[config.mk]
export PLATFORM = sky130hd
export DESIGN_NAME = psnd_div
export DESIGN_NICKNAME = d
export VERILOG_FILES = /design/src/sv/psnd_pkg.sv /design/src/sv/psnd_div.sv
export SDC_FILE = /design/constraint.sdc
export NUM_CORES = 2
export LEC_CHECK = 0
export BUFFER_PORTS_ARGS = -buffer_cell sky130_fd_sc_hd__buf_4
export CAP_MARGIN = 20
export CORE_MARGIN = 8
export CORE_UTILIZATION = 47
export DETAILED_ROUTE_END_ITERATION = 16
export GPL_TIMING_DRIVEN = 0
export PLACE_DENSITY = 0.59
export SETUP_SLACK_MARGIN = 0.02
export SLEW_MARGIN = 25
export SYNTH_ARGS = -nofsm -noshare
export SYNTH_HDL_FRONTEND = slang
export SYNTH_SLANG_ARGS = --single-unit
[constraint.sdc]
create_clock -name clk_i -period 3.95 [get_ports clk_i]
set_input_delay 0.5925 -clock clk_i [delete_from_list [all_inputs] [get_ports clk_i]]
set_output_delay 0.5925 -clock clk_i [all_outputs]
set_load 0.005 [all_outputs]
[src/sv/psnd_pkg.sv]
`default_nettype none
package psnd_pkg;

  localparam int unsigned COORD_W     = 16;
  localparam int unsigned DIFF_W      = COORD_W + 1;
  localparam int unsigned PROD_W      = 2 * DIFF_W;
  localparam int unsigned NUM_W       = PROD_W + 1;
  localparam int unsigned DEN_W       = PROD_W;
  localparam int unsigned T_FRAC      = 16;
  localparam int unsigned DIST_W      = COORD_W + 1;
  localparam int unsigned SQ_W        = 2 * DIST_W;
  localparam int unsigned TOL_W       = 8;
  localparam int unsigned PADDR_W     = 3;
  localparam int unsigned PDATA_W     = 32;
  localparam int unsigned DIV_STAGES  = T_FRAC;
  localparam int unsigned SQRT_STAGES = DIST_W;

  localparam logic REG_TOL = 1'b0;

  typedef enum logic [1:0] {
    CASE_INTERIOR = 2'd0,
    CASE_START    = 2'd1,
    CASE_END      = 2'd2,
    CASE_DEGEN    = 2'd3
  } case_e;

  typedef struct packed {
    logic signed [COORD_W-1:0] px;
    logic signed [COORD_W-1:0] py;
    logic signed [COORD_W-1:0] ax;
    logic signed [COORD_W-1:0] ay;
    logic signed [DIFF_W-1:0]  dx;
    logic signed [DIFF_W-1:0]  dy;
    case_e                     code;
  } geo_side_t;

  typedef struct packed {
    logic signed [COORD_W-1:0] nx;
    logic signed [COORD_W-1:0] ny;
    case_e                     code;
  } near_side_t;

endpackage
`default_nettype wire

[src/sv/psnd_div.sv]
`default_nettype none
// restoring divider, one quotient bit per stage, num < den expected
module psnd_div (
  input  logic                           clk_i,
  input  logic                           en_i,
  input  logic [psnd_pkg::DEN_W-1:0]     num_i,
  input  logic [psnd_pkg::DEN_W-1:0]     den_i,
  output logic [psnd_pkg::T_FRAC-1:0]    quo_o
);

  logic [psnd_pkg::DEN_W-1:0]  rem_q [psnd_pkg::DIV_STAGES];
  logic [psnd_pkg::DEN_W-1:0]  den_q [psnd_pkg::DIV_STAGES];
  logic [psnd_pkg::T_FRAC-1:0] quo_q [psnd_pkg::DIV_STAGES];

  for (genvar k = 0; k < psnd_pkg::DIV_STAGES; k++) begin : g_stage
    logic [psnd_pkg::DEN_W-1:0]  r_in;
    logic [psnd_pkg::DEN_W-1:0]  d_in;
    logic [psnd_pkg::T_FRAC-1:0] q_in;
    logic [psnd_pkg::DEN_W:0]    r2;
    logic [psnd_pkg::DEN_W:0]    diff;
    logic                        take;

    if (k == 0) begin : g_first
      assign r_in = num_i;
      assign d_in = den_i;
      assign q_in = '0;
    end else begin : g_next
      assign r_in = rem_q[k-1];
      assign d_in = den_q[k-1];
      assign q_in = quo_q[k-1];
    end

    assign r2   = {r_in, 1'b0};
    assign diff = r2 - {1'b0, d_in};
    assign take = (r2 >= {1'b0, d_in});

    always_ff @(posedge clk_i) begin
      if (en_i) begin
        rem_q[k] <= take ? diff[psnd_pkg::DEN_W-1:0] : r2[psnd_pkg::DEN_W-1:0];
        den_q[k] <= d_in;
        quo_q[k] <= {q_in[psnd_pkg::T_FRAC-2:0], take};
      end
    end
  end

  assign quo_o = quo_q[psnd_pkg::DIV_STAGES-1];

endmodule
`default_nettype wire

==> results.cfg <==
[outcome]
outcome = finished, final reports clean

[finish]
regArea_um2 = 34700
fin_nets = 7113
nFillCells = 12700
finalNonFillerCells = 8515
num_antenna_cells = 0
drive_above_1_share_pct = 12.9
final_cell_mix = edfxtp_1 (1156), inv_1 (665), ha_1 (539)
layout_commonest_cell = edfxtp_1
final_area_um2 = 78400
area_growth_pct = 12.7
utilization_pct = 53.2
multiInputGateArea_um2 = 32100

[worst_hold_path]
hp-class = in -> reg
hold_path.startpoint = num_i[27]

[floorplan]
num_io_pins = 86
die_h_um = 401
floorplan.rows = 141
coreArea_um2 = 147000
die_w_um = 401
die_area_um2 = 161000
initial_core_util_pct = 47.2

[global_routing]
grt_max_degree = 156
track_usage_pct = 20.1
use_met2_pct = 40.8
grtUsageMet3_pct = 2.62
grt_util_met1_pct = 16.4
antenna_found_initial = 0
busiest_layer = met2
grt_pass1_vias = 49500
grt_pass1_wl_um = 256000
grt.overflow.total = 0

[synth]
synth_seq_cells = 1156
async_flop_share_pct = 0
synthCells = 6193
yosysSeqAreaShare_pct = 49.9
syn_nets = 6821
synth_edf_count = 1156
synth_warnings = 0
synthFlopType = edfxtp_1
syn-cell-area_um2 = 69500
ys_types = 101
syn_avg_cell_area_um2 = 11.2

[drt]
vias_per_cell = 5.47
routed_wl_um = 166000
drc = 0
postRouteAntennaNets = 0
vias = 46600
wl_per_cell_um = 19.5
first_iter_violations = 1955
first_pass_iters = 5

[power_and_ir_drop]
p_per_area_nw_per_um2 = 826
power_mw = 64.8
peakVddDrop_v = 0.000397
p_leak_nw = 32.7

[critical_path]
rr_worst_depth = 12
r2r_start = rem_q[1][37]
r2r_end = rem_q[1][95]
cp_data_required_time_ns = 4.43
crit_type = reg -> reg
setup.worst_path.start = rem_q[1][37]
start_kind = flip-flop
setup.worst_path.end = rem_q[1][95]
critical_path_peak_fanout = 10
cp_data_arrival_time_ns = 4.33
endpoint_kind = flip-flop
reg2reg_slack_ns = 0.09

[sta]
worst_pin_slew_ns = 0.883
hold_viol_final = 0
relSlewSlack_pct = 41.2
tns_ns = 0
setup_viol = 0
period_minus_slack_ns = 3.86
finalMaxSlewViolations = 0
rsz0062_at_grt = true
fin_crit_sh_pct = 97.6
skew_ns = 0.0243
timing.fmax_mhz = 259

[clocking]
cts_buffers = 136
numClockSinks = 1156
clk_pin_slew_ns = 0.06
cts_tree = yes
clock_latency_ns = 0.75
root_buffer = clkbuf_16
htree_num_levels = 4
clockBufferDepth = 3

[place]
port_buffers = 85
dp_cells = 8216
gp_congestion = 0.940
placedInstanceArea_um2 = 72900
dp_hpwl_um = 131000

[job]
drv_cap = 0
state kept, by name, indices dropped and copies added, names as in the netlist:
signal / count
den_q: 510
quo_q: 136
rem_q: 510
cell usage after synthesis, types with 25 or more instances:
| master | count | area, µm² |
|---|---|---|
| xnor2_1 | 273 | 2390 |
| mux2_4 | 55 | 826 |
| nand4_1 | 96 | 601 |
| o21bai_1 | 69 | 518 |
| a211oi_1 | 30 | 225 |
| ha_1 | 543 | 6790 |
| nor2_1 | 260 | 976 |
| nand2b_1 | 56 | 350 |
| buf_2 | 25 | 125 |
| and3_1 | 58 | 363 |
| nand2_1 | 389 | 1460 |
| edfxtp_1 | 1156 | 34700 |
| mux2_2 | 266 | 3000 |
| inv_1 | 665 | 2500 |
| a31oi_1 | 51 | 319 |
| clkbuf_1 | 97 | 364 |
| o21ai_0 | 331 | 1660 |
| a21oi_1 | 523 | 2620 |
| o31ai_1 | 26 | 195 |
| nand3_1 | 102 | 510 |
| o21a_1 | 60 | 450 |
| nor2b_1 | 72 | 450 |
| a21o_1 | 309 | 2320 |
| xor2_1 | 178 | 1560 |
| and2_1 | 35 | 219 |
| nor3_1 | 61 | 305 |
timing repair:
item                                    in CTS  in global routing
pin swaps                                   15                 19
setup buffers                               22                  9
resized for setup                           78                 60
hold endpoints to repair                    34                  0
endpoints found under the setup margin     429                318
hold buffers                                34                  0
final cells by class:
| cell class | count | share of cell area, % |
|---|---|---|
| multi-input combinational | 4217 | 41.0 |
| inverter | 665 | 3.18 |
| timing repair buffer | 158 | 1.95 |
| clock buffer | 168 | 4.63 |
| sequential | 1156 | 44.3 |
| buffer | 151 | 1.09 |
| tap | 1930 | 3.08 |
| clock inverter | 70 | 0.793 |
per-layer routing:
metal / share of wire, % / vias to the layer above
met4: 10 / 0
li1: - / 23300
met5: 0 / -
met2: 55 / 899
met3: 2.4 / 546
met1: 32 / 21800
metrics by stage:
stage | setup slack, ns | hold slack (ns)
after floorplan | 0.649 | 0.400
after global placement | -7.72 | 0.401
after detailed placement | -1.10 | 0.405
after CTS | 0.0244 | 0.0592
after global routing | -0.0157 | 0.0930
final | 0.0935 | 0.139
worst min-delay path by stage:
stage                         endpoint  slack (ns)  cells after the start
after floorplan           quo_q[0][17]        0.40                      0
after global placement    quo_q[3][36]        0.40                      0
after detailed placement  quo_q[2][17]        0.40                      0
after CTS                  rem_q[0][3]        0.06                      3
after global routing      rem_q[0][11]        0.09                      3
final                     rem_q[0][28]        0.14                      3
where the power goes:
group | internal, mW | leakage [nW] | total, mW | switching, mW
Sequential | 18.5 | 11.3 | 20.2 | 1.72
Combinational | 14.8 | 19.4 | 32.6 | 17.8
Clock | 7.10 | 2.07 | 11.9 | 4.84
critical path: stages (launching register included):
cell and delay [ns]:
edfxtp_1 0.40, ha_1 0.40, a21o_1 0.22, a211oi_1 0.34
a2111oi_2 0.17, o31ai_2 0.40, a21oi_2 0.22, a211oi_4 0.36
a211oi_1 0.17, a21boi_2 0.17, buf_4 0.27, buf_4 0.29
o21ai_0 0.15
cells by family after synthesis:
| logic type | after synthesis | synth area share, % |
|---|---|---|
| DFF | 1156 | 49.9 |
| AOI/OAI and AO/OA | 1634 | 15.1 |
| and+or+nand+nor | 1243 | 8.74 |
| xor gates and xnor gates | 451 | 5.68 |
| adders and majority gates | 558 | 10.2 |
| muxes | 331 | 5.65 |
| buffers and inverters | 820 | 4.71 |
No activity file was read; power rests on OpenSTA's default activity.
