File: src/sv/psnd_pkg.sv
`default_nettype none
package psnd_pkg;

  localparam int unsigned COORD_W     = 16;
  localparam int unsigned DIFF_W      = COORD_W + 1;
  localparam int unsigned PROD_W      = 2 * DIFF_W;
  localparam int unsigned NUM_W       = PROD_W + 1;
  localparam int unsigned DEN_W       = PROD_W;
  localparam int unsigned T_FRAC      = 16;
  localparam int unsigned DIST_W      = COORD_W + 1;
  localparam int unsigned SQ_W        = 2 * DIST_W;
  localparam int unsigned TOL_W       = 8;
  localparam int unsigned PADDR_W     = 3;
  localparam int unsigned PDATA_W     = 32;
  localparam int unsigned DIV_STAGES  = T_FRAC;
  localparam int unsigned SQRT_STAGES = DIST_W;

  localparam logic REG_TOL = 1'b0;

  typedef enum logic [1:0] {
    CASE_INTERIOR = 2'd0,
    CASE_START    = 2'd1,
    CASE_END      = 2'd2,
    CASE_DEGEN    = 2'd3
  } case_e;

  typedef struct packed {
    logic signed [COORD_W-1:0] px;
    logic signed [COORD_W-1:0] py;
    logic signed [COORD_W-1:0] ax;
    logic signed [COORD_W-1:0] ay;
    logic signed [DIFF_W-1:0]  dx;
    logic signed [DIFF_W-1:0]  dy;
    case_e                     code;
  } geo_side_t;

  typedef struct packed {
    logic signed [COORD_W-1:0] nx;
    logic signed [COORD_W-1:0] ny;
    case_e                     code;
  } near_side_t;

endpackage
`default_nettype wire

File: src/sv/psnd_sqrt.sv
`default_nettype none
// digit-by-digit floor square root, one root bit per stage
module psnd_sqrt (
  input  logic                        clk_i,
  input  logic                        en_i,
  input  logic [psnd_pkg::SQ_W-1:0]   sq_i,
  output logic [psnd_pkg::DIST_W-1:0] root_o
);

  localparam int unsigned REM_W = psnd_pkg::DIST_W + 3;

  logic [psnd_pkg::SQ_W-1:0]   rad_q  [psnd_pkg::SQRT_STAGES];
  logic [REM_W-1:0]            rem_q  [psnd_pkg::SQRT_STAGES];
  logic [psnd_pkg::DIST_W-1:0] root_q [psnd_pkg::SQRT_STAGES];

  for (genvar k = 0; k < psnd_pkg::SQRT_STAGES; k++) begin : g_stage
    logic [psnd_pkg::SQ_W-1:0]   rad_in;
    logic [REM_W-1:0]            rem_in;
    logic [psnd_pkg::DIST_W-1:0] root_in;
    logic [REM_W-1:0]            rem_sh;
    logic [REM_W-1:0]            trial;
    logic                        take;

    if (k == 0) begin : g_first
      assign rad_in  = sq_i;
      assign rem_in  = '0;
      assign root_in = '0;
    end else begin : g_next
      assign rad_in  = rad_q[k-1];
      assign rem_in  = rem_q[k-1];
      assign root_in = root_q[k-1];
    end

    // bring down the next bit pair
    assign rem_sh = {rem_in[REM_W-3:0], rad_in[psnd_pkg::SQ_W-1 -: 2]};
    assign trial  = {1'b0, root_in, 2'b01};
    assign take   = (rem_sh >= trial);

    always_ff @(posedge clk_i) begin
      if (en_i) begin
        rad_q[k]  <= {rad_in[psnd_pkg::SQ_W-3:0], 2'b00};
        rem_q[k]  <= take ? (rem_sh - trial) : rem_sh;
        root_q[k] <= {root_in[psnd_pkg::DIST_W-2:0], take};
      end
    end
  end

  assign root_o = root_q[psnd_pkg::SQRT_STAGES-1];

endmodule
`default_nettype wire

File: config.mk
export PLATFORM = sky130hd
export DESIGN_NAME = psnd_sqrt
export DESIGN_NICKNAME = d
export VERILOG_FILES = /design/src/sv/psnd_pkg.sv /design/src/sv/psnd_sqrt.sv
export SDC_FILE = /design/constraint.sdc
export NUM_CORES = 1
export LEC_CHECK = 0
export BUFFER_PORTS_ARGS = -buffer_cell sky130_fd_sc_hd__buf_2
export CAP_MARGIN = 20
export CORE_MARGIN = 2
export CORE_UTILIZATION = 63
export DETAILED_ROUTE_END_ITERATION = 8
export GPL_TIMING_DRIVEN = 0
export HOLD_SLACK_MARGIN = 0.1
export PLACE_DENSITY = 0.85
export SLEW_MARGIN = 5
export SYNTH_ARGS = -nofsm -noshare
export SYNTH_HDL_FRONTEND = slang
export SYNTH_SLANG_ARGS = --single-unit
File: constraint.sdc
create_clock -name clk_i -period 3.65 [get_ports clk_i]
set_input_delay 0.1825 -clock clk_i [delete_from_list [all_inputs] [get_ports clk_i]]
set_output_delay 0.1825 -clock clk_i [all_outputs]
set_load 0.02 [all_outputs]
==> run_results.csv <==
group,metric,value,unit
status,status,"completed",
global_routing,grt_pass1_wl,105.6,mm
synthesis,synth-seq-cells,693,
place,place_area,0.03319,mm²
global_routing,groute.usage.overall,0.2536,
worst_setup_path,reg2reg_to,"rem_q[0][292]$_DFFE_PP_",
routing,dr.pass1.iters,8,
synthesis,syn_area_per_cell,13.32,µm²
timing,clock_skew,0.03871,ns
worst_setup_path,critical-path-slowest-cell,"a31oi_2",
worst_setup_path,max_stage_delay,0.54,ns
cts,numCtsBuffers,73,
power_and_ir_drop,total_power,21.15,mW
min_path,hold_path.class,"input pin to flip-flop",
synthesis,synthTopCellsByArea,"edfxtp_1 (65%), ha_1 (6.7%), xnor2_1 (3.0%)",
routing,wl_per_cell,19.75,µm
finish,drive_gt1_frac,0.08416,
synthesis,syn-cell-area,0.03194,mm²
worst_setup_path,crit_path_cell_trace,"ha_1 -> nor2b_1 -> o31a_1 -> or4_1 -> a31oi_2 -> o311ai_4 -> clkbuf_1 -> nor2_1 -> a21oi_1",
routing,initialDrtViolationCount,1931,
routing,post-route-drc-count,0,
floorplanning,coreArea,0.05007,mm²
cts,clkLatencyLatePin,0.63,ns
cts,htreeDepth,3,
floorplanning,die_area,0.05252,mm²
cts,cts_buffer_depth,3,
routing,avgViaCountPerCell,6.039,
timing,final-max-slew-violation-count,0,
worst_setup_path,cp.arrival,3.78,ns
min_path,hold_start,"en_i",
place,placed_cells,3127,
synthesis,ys.flop_type,"edfxtp_1",
finish,areaGrowthSynthToFinish,12.67,%
place,io_buffer_count,52,
finish,fillers,3113,
worst_setup_path,worstSetupPathType,"flip-flop to flip-flop",
flow_run,drv_cap,0,
power_and_ir_drop,p_comb_frac,0.160,
power_and_ir_drop,netSwitchingFraction,0.2641,
synthesis,synthesis.nets,2605,
worst_setup_path,required,3.97,ns
synthesis,yosysMostFrequentCell,"edfxtp_1",
global_routing,grt_max_degree,129,
min_path,hold_end,"rad_q[0][206]$_DFFE_PP_",
worst_setup_path,reg2reg_slack,0.19,ns
synthesis,synth_top_area_cell,"edfxtp_1",
floorplanning,row_count,82,
synthesis,synthArstFlopShare,0,
routing,drtAntennaViolNets,0,
power_and_ir_drop,p_seq_frac,0.491,
timing,slew-limit-headroom,0.2804,
floorplanning,die_w,229.2,µm
synthesis,synth_cells,2398,
worst_setup_path,reg2regPathDepth,9,
place,dp_hpwl,39.79,mm
timing,fmax,289.0,MHz
timing,min_period,3.460,ns
cts,cts_tree,"done",
synthesis,yosysTopAreaCellShare,0.6514,
power_and_ir_drop,internal_power,15.56,mW
global_routing,grt_pass1_vias,20100,
global_routing,grt_overflow_total,0,
timing,post-route-period-util,0.9480,
min_path,hold_depth,1,
timing,hold_viol,0,
timing,worst_pin_slew,1.077,ns
floorplanning,start_util,0.6380,
cts,clock_sinks,693,
floorplanning,die-height,229.2,µm
synthesis,synthTopCellsByCount,"edfxtp_1 (693), inv_1 (213), nor2_1 (187)",
routing,finalWirelength,65.15,mm
synthesis,synth_edf_count,693,
floorplanning,ios,53,
cts,clk_pin_slew,0.06,ns
global_routing,antenna_found_initial,0,
timing,setup_viol,0,
worst_setup_path,crit-reg2reg-launch,"rem_q[0][260]$_DFFE_PP_",
synthesis,ys_warn_count,0,
synthesis,synth.distinct_cells,80,
power_and_ir_drop,p_leak,13.90,nW
place,gp_congestion,0.9607,
power_and_ir_drop,pwr-share-clk,0.350,
power_and_ir_drop,power.switching,5.585,mW
worst_setup_path,cp-end-kind,"flip-flop",
synthesis,ys_seq_area_frac,0.6514,
cts,clock-root-buffer,"clkbuf_16",
worst_setup_path,critPathLaunchType,"flip-flop",
routing,via_count,19920,
finish,nNetsFinal,2776,
finish,final_area,0.03599,mm²
finish,final_cells,3298,
power_and_ir_drop,peakVddDrop,492.6,µV
timing,rsz0062_at_grt,"no",
power_and_ir_drop,cellPowerDensity,587.5,mW/mm²
finish,diodes,0,
worst_setup_path,cp_max_fo,10,
-- per-stage QoR --
step	hold WS, ns	worst slack [ns]	util	setup TNS [ns]
global route	0.1506	0.01911	0.7188	0
global placement	0.3586	-7.356	0.6600	-5060.86
finish	0.1216	0.1898	0.7188	0
CTS	0.1220	0.1380	0.7176	0
floorplan	0.2814	0.9281	-	0
detailed placement	0.3606	0.2073	0.6630	0
-- power groups by stage --
stage	logic (mW)	registers, mW	clock network (mW)
floorplan	2.39	10.3	0
global placement	3.04	10.6	0
detailed placement	3.19	10.5	0
CTS	3.28	10.4	7.49
global route	3.75	10.5	7.82
finish	3.38	10.4	7.39
-- cell type report --
type	instances	area, µm²	share of cell area
plain buffers	31	137.6	0.003824
inverters	215	807.0	0.02242
clock buffers	87	1901	0.05281
flip-flops and latches	693	20810	0.5782
multi-input cells	1459	10220	0.2840
well taps	672	840.8	0.02336
repair buffers	96	788.3	0.02190
clock inverters	45	486.7	0.01352
-- repair_timing --
item	CTS	global route
buffers inserted	0	4
gates resized for setup	0	7
endpoints found under the setup margin	0	35
endpoints found under the hold margin	35	0
hold buffers	35	0
-- cell usage in the layout, fill, tap and decap left out, types with 7 or more instances in the layout --
| master | n |
|---|---|
| o31ai_1 | 16 |
| o21ai_0 | 75 |
| o22ai_1 | 8 |
| a31oi_1 | 16 |
| edfxtp_1 | 693 |
| nor4_1 | 24 |
| o21bai_1 | 9 |
| clkbuf_16 | 74 |
| or4_1 | 21 |
| o211ai_1 | 11 |
| ha_1 | 171 |
| xor2_1 | 81 |
| clkinv_2 | 10 |
| buf_2 | 58 |
| nand4b_1 | 12 |
| mux2_1 | 13 |
| mux2_2 | 24 |
| nand4_1 | 22 |
| nand2b_1 | 20 |
| nor2b_1 | 23 |
| a211oi_1 | 12 |
| clkinv_1 | 19 |
| nor4b_1 | 8 |
| o31a_1 | 9 |
| nand3_1 | 40 |
| xnor2_1 | 109 |
| bufinv_16 | 7 |
| nand2_1 | 103 |
| o21a_1 | 41 |
| a21o_1 | 38 |
| clkbuf_1 | 33 |
| or3_1 | 23 |
| nor3_1 | 49 |
| dlygate4sd3_1 | 35 |
| o21ai_1 | 41 |
| or2_2 | 7 |
| inv_1 | 213 |
| a21oi_1 | 148 |
| nand3b_1 | 9 |
| nor2_1 | 187 |
-- worst max-delay path, delay by kind of cell (launching register included) --
family                   cells  cell delay (ns)
AO/OA/AOI/OAI                4             1.17
adder cells (fa/ha/maj)      1             0.40
buffers and inverters        1             0.37
flip-flops                   1             0.42
AND/OR/NAND/NOR              3             0.80
-- sequential cells by signal (all words and copies together) (netlist names) --
register / flops
rad_q: 272
root_q: 153
rem_q: 268
-- worst max-delay path by stage --
stage	startpoint	slack (ns)	to	depth (start not counted)
2_1_floorplan	rem_q[0][260]$_DFFE_PP_	0.93	rem_q[0][297]$_DFFE_PP_	9
3_3_place_gp	en_i	-7.36	rem_q[0][176]$_DFFE_PP_	1
3_5_place_dp	rem_q[0][260]$_DFFE_PP_	0.21	rem_q[0][292]$_DFFE_PP_	9
4_1_cts	rem_q[0][220]$_DFFE_PP_	0.14	rem_q[0][244]$_DFFE_PP_	9
5_1_grt	root_q[0][51]$_DFFE_PP_	0.02	rem_q[0][95]$_DFFE_PP_	9
6_report	rem_q[0][260]$_DFFE_PP_	0.19	rem_q[0][292]$_DFFE_PP_	9
-- cell families (layout without fill, tap and decap cells) --
logic type | Yosys count | in the layout | synth area share
buffers and inverters | 246 | 474 | 0.02953
multiplexers | 39 | 39 | 0.01367
flip-flops | 693 | 693 | 0.6514
AND/OR/NAND/NOR | 589 | 589 | 0.09526
adder cells (fa/ha/maj) | 171 | 171 | 0.06698
XOR/XNOR | 190 | 190 | 0.05209
other | 1 | 1 | 0.0001174
AO/OA/AOI/OAI | 469 | 469 | 0.09091
-- routing by layer --
metal	routed length, µm	global-route usage	vias to the layer above
met4	2663	0.1173	0
met2	31940	0.4217	862
met1	26170	0.3288	9567
met3	4371	0.04295	204
met5	0	0	-
li1	-	-	9283
(Power assumes the default switching activity.)
